==> src/hdl/pit_pkg.sv <==
// ----------------------------------------------------------------------------
// pit_pkg
// Shared types and constants of the periodic interval timer.
// ----------------------------------------------------------------------------
package pit_pkg;

   localparam int LIMIT_W = 20;
   localparam int OVF_W   = 12;
   localparam int WORD_W  = 32;

   localparam logic [1:0] OP_TICK  = 2'd0;
   localparam logic [1:0] OP_WRITE = 2'd1;
   localparam logic [1:0] OP_READ  = 2'd2;

   localparam logic [1:0] REG_MODE   = 2'd0;
   localparam logic [1:0] REG_STATUS = 2'd1;
   localparam logic [1:0] REG_VALUE  = 2'd2;
   localparam logic [1:0] REG_IMAGE  = 2'd3;

   localparam int EN_BIT  = 24;
   localparam int IEN_BIT = 25;

   typedef struct packed {
      logic [1:0]        op;
      logic [1:0]        reg_index;
      logic              word_access;
      logic [WORD_W-1:0] write_data;
   } pit_req_type;

   typedef struct packed {
      logic [WORD_W-1:0] read_data;
      logic              bus_error;
      logic              irq;
   } pit_rsp_type;

   typedef struct packed {
      logic               counting;
      logic               timer_enable;
      logic               interrupt_enable;
      logic               reached;
      logic [LIMIT_W-1:0] counter;
   } pit_status_type;

endpackage

==> src/hdl/pit_prescale.sv <==
// ----------------------------------------------------------------------------
// pit_prescale
// Free-running clock-tick divider; pulses wrap on every PRESCALE-th tick.
// ----------------------------------------------------------------------------
module pit_prescale #(
   parameter int PRESCALE = 16
) (
   input  logic clock,
   input  logic reset,
   input  logic tick,
   output logic wrap
);

   localparam int CNT_W = (PRESCALE > 1) ? $clog2(PRESCALE) : 1;
   localparam logic [CNT_W-1:0] LAST = CNT_W'(PRESCALE - 1);

   logic [CNT_W-1:0] count_ff;
   logic [CNT_W-1:0] count_in;

   assign wrap = tick && (count_ff == LAST);

   always_comb begin
      count_in = count_ff;
      if (tick) begin
         count_in = wrap ? '0 : count_ff + CNT_W'(1);
      end
   end

   always_ff @(posedge clock) begin
      if (reset) begin
         count_ff <= '0;
      end else begin
         count_ff <= count_in;
      end
   end

endmodule

==> src/hdl/pit_core.sv <==
// ----------------------------------------------------------------------------
// pit_core
// Mode, status and interval counter registers; executes one item per cycle of item_go.
// ----------------------------------------------------------------------------
module pit_core
   import pit_pkg::*;
(
   input  logic           clock,
   input  logic           reset,
   input  logic           item_go,
   input  pit_req_type    item,
   input  logic           prescale_wrap,
   output logic           tick_go,
   output pit_rsp_type    rsp,
   output pit_status_type status
);

   logic [LIMIT_W-1:0] limit_ff, limit_in;
   logic               en_ff, en_in;
   logic               ien_ff, ien_in;
   logic [LIMIT_W-1:0] counter_ff, counter_in;
   logic [OVF_W-1:0]   ovf_ff, ovf_in;
   logic               reached_ff, reached_in;
   logic               counting_ff, counting_in;
   logic [WORD_W-1:0]  value_word;

   assign tick_go    = item_go && (item.op == OP_TICK);
   assign value_word = {ovf_ff, counter_ff};

   always_comb begin
      limit_in    = limit_ff;
      en_in       = en_ff;
      ien_in      = ien_ff;
      counter_in  = counter_ff;
      ovf_in      = ovf_ff;
      reached_in  = reached_ff;
      counting_in = counting_ff;
      rsp.read_data = '0;
      rsp.bus_error = 1'b0;
      if (item_go) begin
         case (item.op)
            OP_TICK: begin
               if (prescale_wrap && counting_ff) begin
                  if (counter_ff == limit_ff) begin
                     counter_in = '0;
                     ovf_in     = ovf_ff + OVF_W'(1);
                     reached_in = 1'b1;
                     if (!en_ff) begin
                        counting_in = 1'b0;
                     end
                  end else begin
                     counter_in = counter_ff + LIMIT_W'(1);
                  end
               end
            end
            OP_WRITE: begin
               if (item.word_access && item.reg_index == REG_MODE) begin
                  limit_in = item.write_data[LIMIT_W-1:0];
                  en_in    = item.write_data[EN_BIT];
                  ien_in   = item.write_data[IEN_BIT];
                  if (item.write_data[EN_BIT]) begin
                     counting_in = 1'b1;
                  end
               end else begin
                  rsp.bus_error = 1'b1;
               end
            end
            OP_READ: begin
               if (!item.word_access) begin
                  rsp.bus_error = 1'b1;
               end else begin
                  case (item.reg_index)
                     REG_MODE: begin
                        rsp.read_data = WORD_W'(limit_ff);
                        rsp.read_data[EN_BIT]  = en_ff;
                        rsp.read_data[IEN_BIT] = ien_ff;
                     end
                     REG_STATUS: rsp.read_data = WORD_W'(reached_ff);
                     REG_VALUE: begin
                        rsp.read_data = value_word;
                        reached_in    = 1'b0;
                        ovf_in        = '0;
                     end
                     REG_IMAGE: rsp.read_data = value_word;
                     default:   rsp.read_data = '0;
                  endcase
               end
            end
            default: begin
            end
         endcase
      end
      rsp.irq = reached_in && ien_in;
   end

   always_ff @(posedge clock) begin
      if (reset) begin
         limit_ff    <= '1;
         en_ff       <= 1'b0;
         ien_ff      <= 1'b0;
         counter_ff  <= '0;
         ovf_ff      <= '0;
         reached_ff  <= 1'b0;
         counting_ff <= 1'b0;
      end else begin
         limit_ff    <= limit_in;
         en_ff       <= en_in;
         ien_ff      <= ien_in;
         counter_ff  <= counter_in;
         ovf_ff      <= ovf_in;
         reached_ff  <= reached_in;
         counting_ff <= counting_in;
      end
   end

   assign status.counting         = counting_ff;
   assign status.timer_enable     = en_ff;
   assign status.interrupt_enable = ien_ff;
   assign status.reached          = reached_ff;
   assign status.counter          = counter_ff;

endmodule

==> src/hdl/periodic_interval_timer_top.sv <==
// ----------------------------------------------------------------------------
// periodic_interval_timer_top
// Periodic interval timer with prescaler, 20-bit counter and overflow count.
// ----------------------------------------------------------------------------
// Each item is a clock tick, a register write or a register read; every item
// returns one result item. An item is captured in an input register, executed
// against the timer registers once the result register is free and lands in
// the result register, so one item is taken per cycle unless the input stalls;
// the result register stalls the input side only while a result is held back.
module periodic_interval_timer_top
   import pit_pkg::*;
#(
   parameter int PRESCALE = 16
) (
   input  logic        clock,
   input  logic        reset,
   input  logic        req_valid,
   output logic        req_stall,
   input  pit_req_type req_item,
   output logic        rsp_valid,
   input  logic        rsp_stall,
   output pit_rsp_type rsp_item
);

   logic           in_valid_ff, in_valid_in;
   pit_req_type    in_item_ff;
   logic           rsp_valid_ff, rsp_valid_in;
   pit_rsp_type    rsp_item_ff;
   pit_rsp_type    core_rsp;
   pit_status_type status;
   logic           out_free;
   logic           advance;
   logic           req_take;
   logic           tick_go;
   logic           prescale_wrap;

   assign out_free  = !rsp_valid_ff || !rsp_stall;
   assign advance   = in_valid_ff && out_free;
   assign req_stall = in_valid_ff && !out_free;
   assign req_take  = req_valid && !req_stall;

   assign in_valid_in  = req_take || (in_valid_ff && !advance);
   assign rsp_valid_in = advance || (rsp_valid_ff && !out_free);

   pit_prescale #(
      .PRESCALE(PRESCALE)
   ) u_prescale (
      .clock(clock),
      .reset(reset),
      .tick (tick_go),
      .wrap (prescale_wrap)
   );

   pit_core u_core (
      .clock        (clock),
      .reset        (reset),
      .item_go      (advance),
      .item         (in_item_ff),
      .prescale_wrap(prescale_wrap),
      .tick_go      (tick_go),
      .rsp          (core_rsp),
      .status       (status)
   );

   always_ff @(posedge clock) begin
      if (reset) begin
         in_valid_ff  <= 1'b0;
         rsp_valid_ff <= 1'b0;
      end else begin
         in_valid_ff  <= in_valid_in;
         rsp_valid_ff <= rsp_valid_in;
      end
   end

   always_ff @(posedge clock) begin
      if (req_take) begin
         in_item_ff <= req_item;
      end
      if (advance) begin
         rsp_item_ff <= core_rsp;
      end
   end

   assign rsp_valid = rsp_valid_ff;
   assign rsp_item  = rsp_item_ff;

   a_counter_idle: assert property (@(posedge clock) disable iff (reset)
      status.counter != '0 |-> status.counting)
      else $error("interval counter moved while not counting");

   a_advance_lands: assert property (@(posedge clock) disable iff (reset)
      in_valid_ff && !rsp_stall |=> rsp_valid_ff)
      else $error("captured item did not reach result register");

   a_error_no_data: assert property (@(posedge clock) disable iff (reset)
      rsp_valid_ff && rsp_item_ff.bus_error |-> rsp_item_ff.read_data == '0)
      else $error("bus error result carries read data");

   a_irq_enabled: assert property (@(posedge clock) disable iff (reset)
      advance |=> rsp_item_ff.irq == (status.reached && status.interrupt_enable))
      else $error("irq level does not match status and enable");

endmodule

==> config.mk <==
export PLATFORM = sky130hd
export DESIGN_NAME = periodic_interval_timer_top
export DESIGN_NICKNAME = d
export VERILOG_FILES = /design/src/hdl/pit_pkg.sv /design/src/hdl/pit_prescale.sv /design/src/hdl/pit_core.sv /design/src/hdl/periodic_interval_timer_top.sv
export SDC_FILE = /design/constraint.sdc
export NUM_CORES = 1
export LEC_CHECK = 0
export BUFFER_PORTS_ARGS = -buffer_cell sky130_fd_sc_hd__buf_4
export CAP_MARGIN = 5
export CORE_ASPECT_RATIO = 0.6
export CORE_MARGIN = 4
export CORE_UTILIZATION = 25
export DETAILED_ROUTE_END_ITERATION = 7
export SETUP_SLACK_MARGIN = 0.05
export SYNTH_ARGS = -nofsm -noshare
export SYNTH_HDL_FRONTEND = slang
export SYNTH_SLANG_ARGS = --single-unit
export TNS_END_PERCENT = 5
==> constraint.sdc <==
create_clock -name clock -period 3.7 [get_ports clock]
set_clock_uncertainty 0.15 [all_clocks]
set_input_delay 0.37 -clock clock [delete_from_list [all_inputs] [get_ports clock]]
set_output_delay 0.37 -clock clock [all_outputs]
set_load 0.01 [all_outputs]
==> metrics.cfg, run 1 <==
[drt]
dr.pass1.iters = 5
ant_nets = 0
drt_wl_total_um = 12900
drt_drc_violations_left = 0
post_drt_wl_per_cell_um = 15.0
vias_per_cell = 4.39
vias = 3778
drt-initial-drc-count = 353

[cts]
cts_tree = built
cts_buffer_depth = 2
post_cts_buffers = 0
cts.clk_slew.worst_paths_ns = 0.06
root_buffer = clkbuf_16
insertion_delay_ns = 0.41
h-tree-depth = 4
cts_resized = 0
cts_buffers = 17
hold_buffers = 27
cts_sinks = 123

[finish]
num_antenna_cells = 0
area_growth_syn_to_layout_pct = 32.9
stdcell_area_um2 = 6870
layout_commonest_cell = buf_4
fillers = 2051
seqCellArea_um2 = 3070
multi_input_area_um2 = 1960
num-nets-final = 622
final_cell_mix = buf_4, dfxtp_1, nor2_1, nand2_1, edfxtp_1
drive_gt1_share_pct = 18.7

[grt]
grt_overflow = 0
grt_pass1_wl_um = 20600
grt_pass1_vias = 3531
grt_use_met3_pct = 3.17
antenna_found_initial = 0
grt_busiest_layer = met1
met2_usage_pct = 13.2
track_usage_pct = 11.5
grt_max_degree = 45
use_met1_pct = 19.5

[sta]
clock.fmax_mhz = 340
tightest_slew_ns = 0.868
fin_crit_sh_pct = 79.4
maxSlewHeadroom_pct = 41.9
finalCriticalPeriod_ns = 2.94
timing_hold_violations_final = 0
setup_viol_count_final = 0
final_max_slew_viol_count = 0
fin_tns_setup_ns = 0
rsz0062_at_grt = false

[synth]
synth_cells = 483
synth_nets = 530
yosys_warnings = 0
synth-seq-cells = 123
synth.distinct_cells = 39
ys_seq_area_share_pct = 59.5
synth_area_per_cell_um2 = 10.7
netlist_area_um2 = 5170

[power]
ir_worst_vdd_mv = 0.336
p_leak_nw = 2.56
cellPowerDensity_nw_per_um2 = 511

[worst_setup_path]
rr_endpoint = u_core.ovf_ff[9]$_SDFFE_PP0P_
cp.arrival_ns = 3.13
worst_setup_path_end_kind = register
startpoint_type = register
crit_fanout = 23
crit-reg2reg-launch = in_item_ff[35]$_DFFE_PP_
critical_path_class = register to register
r2r_setup_slack_ns = 0.76
required_ns = 3.89
reg2reg_depth = 8

[outcome]
status = finished clean

[place]
io_buffers = 66
place_area_um2 = 5940
place_hpwl_um = 9050
gp_congestion = 0.822

[floorplanning]
start_util_pct = 25.6
std_cell_rows = 40
coreArea_um2 = 20200
ioPinCount = 77
die_y_um = 119
fp.dieW_um = 194
die_area_um2 = 23100

[worst_hold_path]
hold_end = in_valid_ff$_SDFF_PP0_
hold_class = primary input to register
whs_path_depth = 3
hold_start = req_valid

[run]
max_cap_viol_count = 0

[metal layers]
| metal | wire (um) | vias to the layer above |
|---|---|---|
| met3 | 804 | 12 |
| li1 | - | 1906 |
| met2 | 4520 | 108 |
| met4 | 129 | 0 |
| met5 | 0 | - |
| met1 | 7450 | 1752 |
[synth_stat cells (all sizes together)]
cell type | number | area [um2]
dfxtp | 62 | 1240
edfxtp | 61 | 1830
nand2 | 61 | 229
nor2 | 61 | 229
xor2 | 32 | 280
a21oi | 21 | 105
a22oi | 21 | 158
clkbuf | 20 | 75.1
nand3b | 20 | 150
and3 | 13 | 81.3
nand3 | 13 | 65.1
o31ai | 9 | 67.6
nand4 | 8 | 50.1
o21ai | 8 | 40.0
or4 | 8 | 60.1
xnor2 | 7 | 61.3
and4 | 6 | 52.6
buf | 6 | 43.8
ha | 6 | 75.1
inv | 6 | 22.5
and2 | 5 | 31.3
nor4 | 5 | 37.5
mux2i | 4 | 40.0
or3 | 4 | 25.0
nand2b | 3 | 18.8
nor2b | 3 | 18.8
o21a | 2 | 15.0
or2 | 2 | 12.5
a21boi | 1 | 11.3
a31o | 1 | 8.76
nor3 | 1 | 5.00
o22ai | 1 | 6.26
o41ai | 1 | 8.76
or4b | 1 | 10.0
[area by class of cell]
| class | instances | area share (%) |
|---|---|---|
| Timing Repair Buffer | 99 | 11.8 |
| Clock buffer | 18 | 6.56 |
| Sequential cell | 123 | 44.7 |
| Clock inverter | 14 | 3.01 |
| Multi-Input combinational cell | 328 | 28.6 |
| Inverter | 6 | 0.328 |
| Tap cell | 273 | 4.97 |
[where the power goes]
group,internal [W],switching [W]
clock network,0.00119,0.000663
logic,0.0000825,0.0000908
registers,0.00147,0.0000181
[registers in the layout, summed over array words and instances (netlist names), named ones only]
name                 cells
u_core.reached_ff        1
u_core.counting_ff       1
in_item_ff              27
u_core.ien_ff            1
rsp_item                34
u_core.counter_ff       20
in_valid_ff              1
u_core.en_ff             1
u_core.ovf_ff           12
u_prescale.count_ff      4
u_core.limit_ff         20
[worst max-delay path by stage]
| stage | start | end | slack [ns] | depth (start not counted) |
|---|---|---|---|---|
| floorplan | rsp_stall | u_core.ovf_ff[11]$_SDFFE_PP0P_ | 0.64 | 5 |
| global placement | in_item_ff[35]$_DFFE_PP_ | u_core.ovf_ff[10]$_SDFFE_PP0P_ | 0.88 | 8 |
| detailed placement | in_item_ff[35]$_DFFE_PP_ | u_core.ovf_ff[4]$_SDFFE_PP0P_ | 0.79 | 8 |
| CTS | in_item_ff[35]$_DFFE_PP_ | u_core.ovf_ff[6]$_SDFFE_PP0P_ | 0.78 | 8 |
| global route | in_item_ff[35]$_DFFE_PP_ | u_core.ovf_ff[9]$_SDFFE_PP0P_ | 0.55 | 8 |
| finish | in_item_ff[35]$_DFFE_PP_ | u_core.ovf_ff[9]$_SDFFE_PP0P_ | 0.76 | 8 |
[cell families after synthesis]
group / synth area share [%]
muxes: 0.775
buffers and inverters: 2.74
AOI/OAI and AO/OA: 8.14
xor gates and xnor gates: 6.61
DFF: 59.5
and+or+nand+nor: 20.8
adders and majority gates: 1.45
[through the flow]
stage | util, % | std cells | power (W) | setup slack (ns) | hold WS (ns)
6_report | 34.1 | 861 | 0.00351 | 0.762 | 0.0316
5_1_grt | 34.1 | 861 | 0.00363 | 0.553 | 0.0265
3_5_place_dp | 29.5 | 802 | 0.00167 | 0.793 | 0.296
3_3_place_gp | 29.5 | 802 | 0.00167 | 0.883 | 0.294
4_1_cts | 34.1 | 861 | 0.00355 | 0.783 | 0.00790
2_1_floorplan | - | 483 | 0.00159 | 0.643 | 0.283
[critical path, stage by stage, from the launching register on]
cell and delay (ns):
edfxtp_1 0.40, inv_1 0.10, ha_1 0.36, and4_1 0.29, buf_4 0.18, nand4_1 0.16, o21a_1 0.46, or4_1 0.59
a21oi_1 0.16
Note: power is estimated with default switching activity, not from simulation.
==> run 2, diff against run 1 <==
ABC_AREA = 1   (was default)
clock period = 2.4 ns   (was 3.7 ns; I/O delays follow)
==> run 2 against run 1 <==
Non-clock buffer count increased by 20. Combinational power increased by 82%. Critical path type unchanged. Clock power increased by 39%. Critical path depth unchanged. Fmax increased by 36%. Via count increased by 29%. Routed wire length increased by 24%. Area after synthesis increased by 10%. Largest cell class unchanged.
==> metrics.cfg, run 2 <==
[drt]
dr.pass1.iters = 7  ; was 5
drt_drc_violations_left = 0  ; unchanged
drt-initial-drc-count = 382  ; was 353
vias = 4856  ; was 3778
drt_wl_total_um = 16000  ; was 12900 um
ant_nets = 0  ; unchanged
vias_per_cell = 4.37  ; was 4.39
post_drt_wl_per_cell_um = 14.4  ; was 15.0 um

[synth]
ys_seq_area_share_pct = 53.9  ; was 59.5%
synth_area_leader_cell = edfxtp_1  ; unchanged
ys_top_cells_by_area = edfxtp_1, dfxtp_1, nand2_1  ; was edfxtp_1, dfxtp_1, xor2_1
yosys_warnings = 0  ; unchanged
synth.distinct_cells = 41  ; was 39
synth_top_area_share_pct = 32.1  ; was 35.4%
synth_nets = 727  ; was 530
synth_cells = 680  ; was 483
synth.most_common_cell = nand2_1  ; was dfxtp_1
synth-edff-count = 61  ; unchanged
synth_area_per_cell_um2 = 8.39  ; was 10.7 um2
synth-seq-cells = 123  ; unchanged
netlist_area_um2 = 5700  ; was 5170 um2
synth_common_cells = nand2_1, nor2_1, a21oi_1  ; was dfxtp_1, edfxtp_1, nand2_1, nor2_1, xor2_1
ys_async_sr_fraction_pct = 0  ; unchanged
synth_top_flop_cell = dfxtp_1  ; unchanged

[place]
place_hpwl_um = 11200  ; was 9050 um
io_buffers = 66  ; unchanged
gp_congestion = 0.862  ; was 0.822
dp_cells = 1050  ; was 802

[cts]
cts_sinks = 123  ; unchanged
cts_buffers = 17  ; unchanged
post_cts_buffers = 0  ; unchanged
cts.clk_slew.worst_paths_ns = 0.06  ; about the same
cts_tree = built  ; unchanged
root_buffer = clkbuf_16  ; unchanged
cts_buffer_depth = 2  ; unchanged
h-tree-depth = 4  ; unchanged
insertion_delay_ns = 0.43  ; was 0.41 ns

[floorplanning]
start_util_pct = 25.7  ; was 25.6%
std_cell_rows = 42  ; was 40
die_area_um2 = 25400  ; was 23100 um2
coreArea_um2 = 22200  ; was 20200 um2
fp.dieW_um = 203  ; was 194 um
ioPinCount = 77  ; unchanged
die_y_um = 125  ; was 119 um

[grt]
track_usage_pct = 13.1  ; was 11.5%
grt_overflow = 0  ; unchanged
antenna_found_initial = 1  ; was 0
grt_max_degree = 33  ; was 45
grt_pass1_vias = 4676  ; was 3531
grt_pass1_wl_um = 26000  ; was 20600 um

[finish]
drive_gt1_share_pct = 18.4  ; was 18.7%
final_cell_mix = nand2_1, buf_4, nor2_1  ; was buf_4, dfxtp_1, nor2_1, nand2_1, edfxtp_1
num-nets-final = 837  ; was 622
instances_no_fill = 1111  ; was 861
area_growth_syn_to_layout_pct = 32.0  ; was 32.9%
multi_input_area_um2 = 2270  ; was 1960 um2
fillers = 2263  ; was 2051
seqCellArea_um2 = 3070  ; unchanged
layout_commonest_cell = nand2_1  ; was buf_4
num_antenna_cells = 0  ; unchanged
largest_reg_flops = 34  ; unchanged
final_util_pct = 33.9  ; was 34.1%

[sta]
setup_viol_count_final = 0  ; unchanged
tightest_slew_ns = 0.550  ; was 0.868 ns
finalCriticalPeriod_ns = 2.15  ; was 2.94 ns
clock.fmax_mhz = 464  ; was 340 MHz
rsz0062_at_grt = false  ; unchanged
maxSlewHeadroom_pct = 63.0  ; was 41.9%
timing_hold_violations_final = 0  ; unchanged
fin_crit_sh_pct = 89.8  ; was 79.4%
final_max_slew_viol_count = 0  ; unchanged
fin_tns_setup_ns = 0  ; unchanged

[worst_setup_path]
crit_start = u_core.counter_ff[0]$_SDFFE_PP0P_  ; was in_item_ff[35]$_DFFE_PP_
critical_path_class = register to register  ; unchanged
crit_fanout = 7  ; was 23
r2r_setup_slack_ns = 0.25  ; was 0.76 ns
worst_setup_path_end_kind = register  ; unchanged
rr_endpoint = u_core.counter_ff[13]$_SDFFE_PP0P_  ; was u_core.ovf_ff[9]$_SDFFE_PP0P_
crit-reg2reg-launch = u_core.counter_ff[0]$_SDFFE_PP0P_  ; was in_item_ff[35]$_DFFE_PP_
reg2reg_depth = 8  ; unchanged
cp.arrival_ns = 2.35  ; was 3.13 ns
startpoint_type = register  ; unchanged
required_ns = 2.60  ; was 3.89 ns

[power]
ir_worst_vdd_mv = 0.400  ; was 0.336 mV
cellPowerDensity_nw_per_um2 = 688  ; was 511 nW/um2
p_leak_nw = 2.83  ; was 2.56 nW

[outcome]
status = finished clean  ; unchanged

[worst_hold_path]
hold_start = reset  ; was req_valid
hold_end = u_core.ien_ff$_SDFF_PP0_  ; was in_valid_ff$_SDFF_PP0_
hold_class = primary input to register  ; unchanged
whs_path_depth = 2  ; was 3

[run]
max_cap_viol_count = 0  ; unchanged

[run 2: cell types whose count changed in the layout (fill, tap and decap cells not counted), sizes merged, moves of 20 or more]
cell    before  now
nand3b      20    0
a21oi       21   64
inv         12   65
a22oi       21    0
nand2       61  191
nor3         1   28
xor2        32    8
[run 2: layer usage]
layer  global-route usage [%]  part of all wire [%]
met5                        0                     0
met4                     4.56                   1.4
met3                     3.18                   5.9
met2                     17.5                    39
met1                     20.1                    53
[run 2: cell type report]
type,count,area share (%)
flip-flops and latches,123,40.8
multi-input cells,463,30.1
repair buffers,119,12.8
clock buffers,19,5.75
well taps,308,5.12
inverters,66,3.32
clock inverters,13,2.01
[run 2: worst max-delay path: stages, from the launching register on]
cell and delay [ns]:
dfxtp_1 0.47, inv_1 0.14, nor3_1 0.50, inv_1 0.11, nor2_1 0.17, nand3_1 0.15
nor3_1 0.14, o21ai_0 0.10, nor2_1 0.14
[run 2: cells by family (layout without fill, tap and decap cells)]
logic type / count (synthesis) / after routing / synth area share (%)
AO/OA/AOI/OAI: 99 / 99 / 9.15
buffers and inverters: 94 / 217 / 6.93
multiplexers: 1 / 1 / 0.175
adder cells (fa/ha/maj): 6 / 6 / 1.32
XOR/XNOR: 14 / 14 / 2.15
flip-flops: 123 / 123 / 53.9
AND/OR/NAND/NOR: 343 / 343 / 26.4
[run 2: repair_timing]
| action | CTS | global route |
|---|---|---|
| hold buffers | 29 | 0 |
| setup endpoints to repair | 0 | 22 |
| endpoints found under the hold margin | 29 | 0 |
| resized for setup | 0 | 8 |
[run 2: power by group]
part           total, W  leakage [nW]  switching, W  internal, W
logic          0.000315          1.48      0.000176     0.000138
registers       0.00230          1.08     0.0000262      0.00227
clock network   0.00257         0.274      0.000955      0.00162
total           0.00518          2.83       0.00116      0.00402
[run 2: worst max-delay path by stage]
stage                                              end  slack [ns]  depth (start not counted)
finish              u_core.counter_ff[13]$_SDFFE_PP0P_        0.25                          8
global placement    u_core.counter_ff[13]$_SDFFE_PP0P_        0.17                         12
detailed placement  u_core.counter_ff[13]$_SDFFE_PP0P_        0.10                         12
CTS                 u_core.counter_ff[13]$_SDFFE_PP0P_        0.06                         12
global route             u_core.ovf_ff[1]$_SDFFE_PP0P_        0.06                         12
floorplan                        rsp_item[0]$_DFFE_PP_        0.21                          8
[run 2: metrics by stage]
step                total power [W]  cell area (um2)  hold slack, ns  setup slack, ns
floorplan                   0.00246             5700           0.189            0.212
global placement            0.00262             6620           0.269            0.168
detailed placement          0.00262             6620           0.269            0.104
CTS                         0.00523             7500          0.0221           0.0643
global route                0.00535             7530          0.0461           0.0624
finish                      0.00518             7530          0.0303            0.245
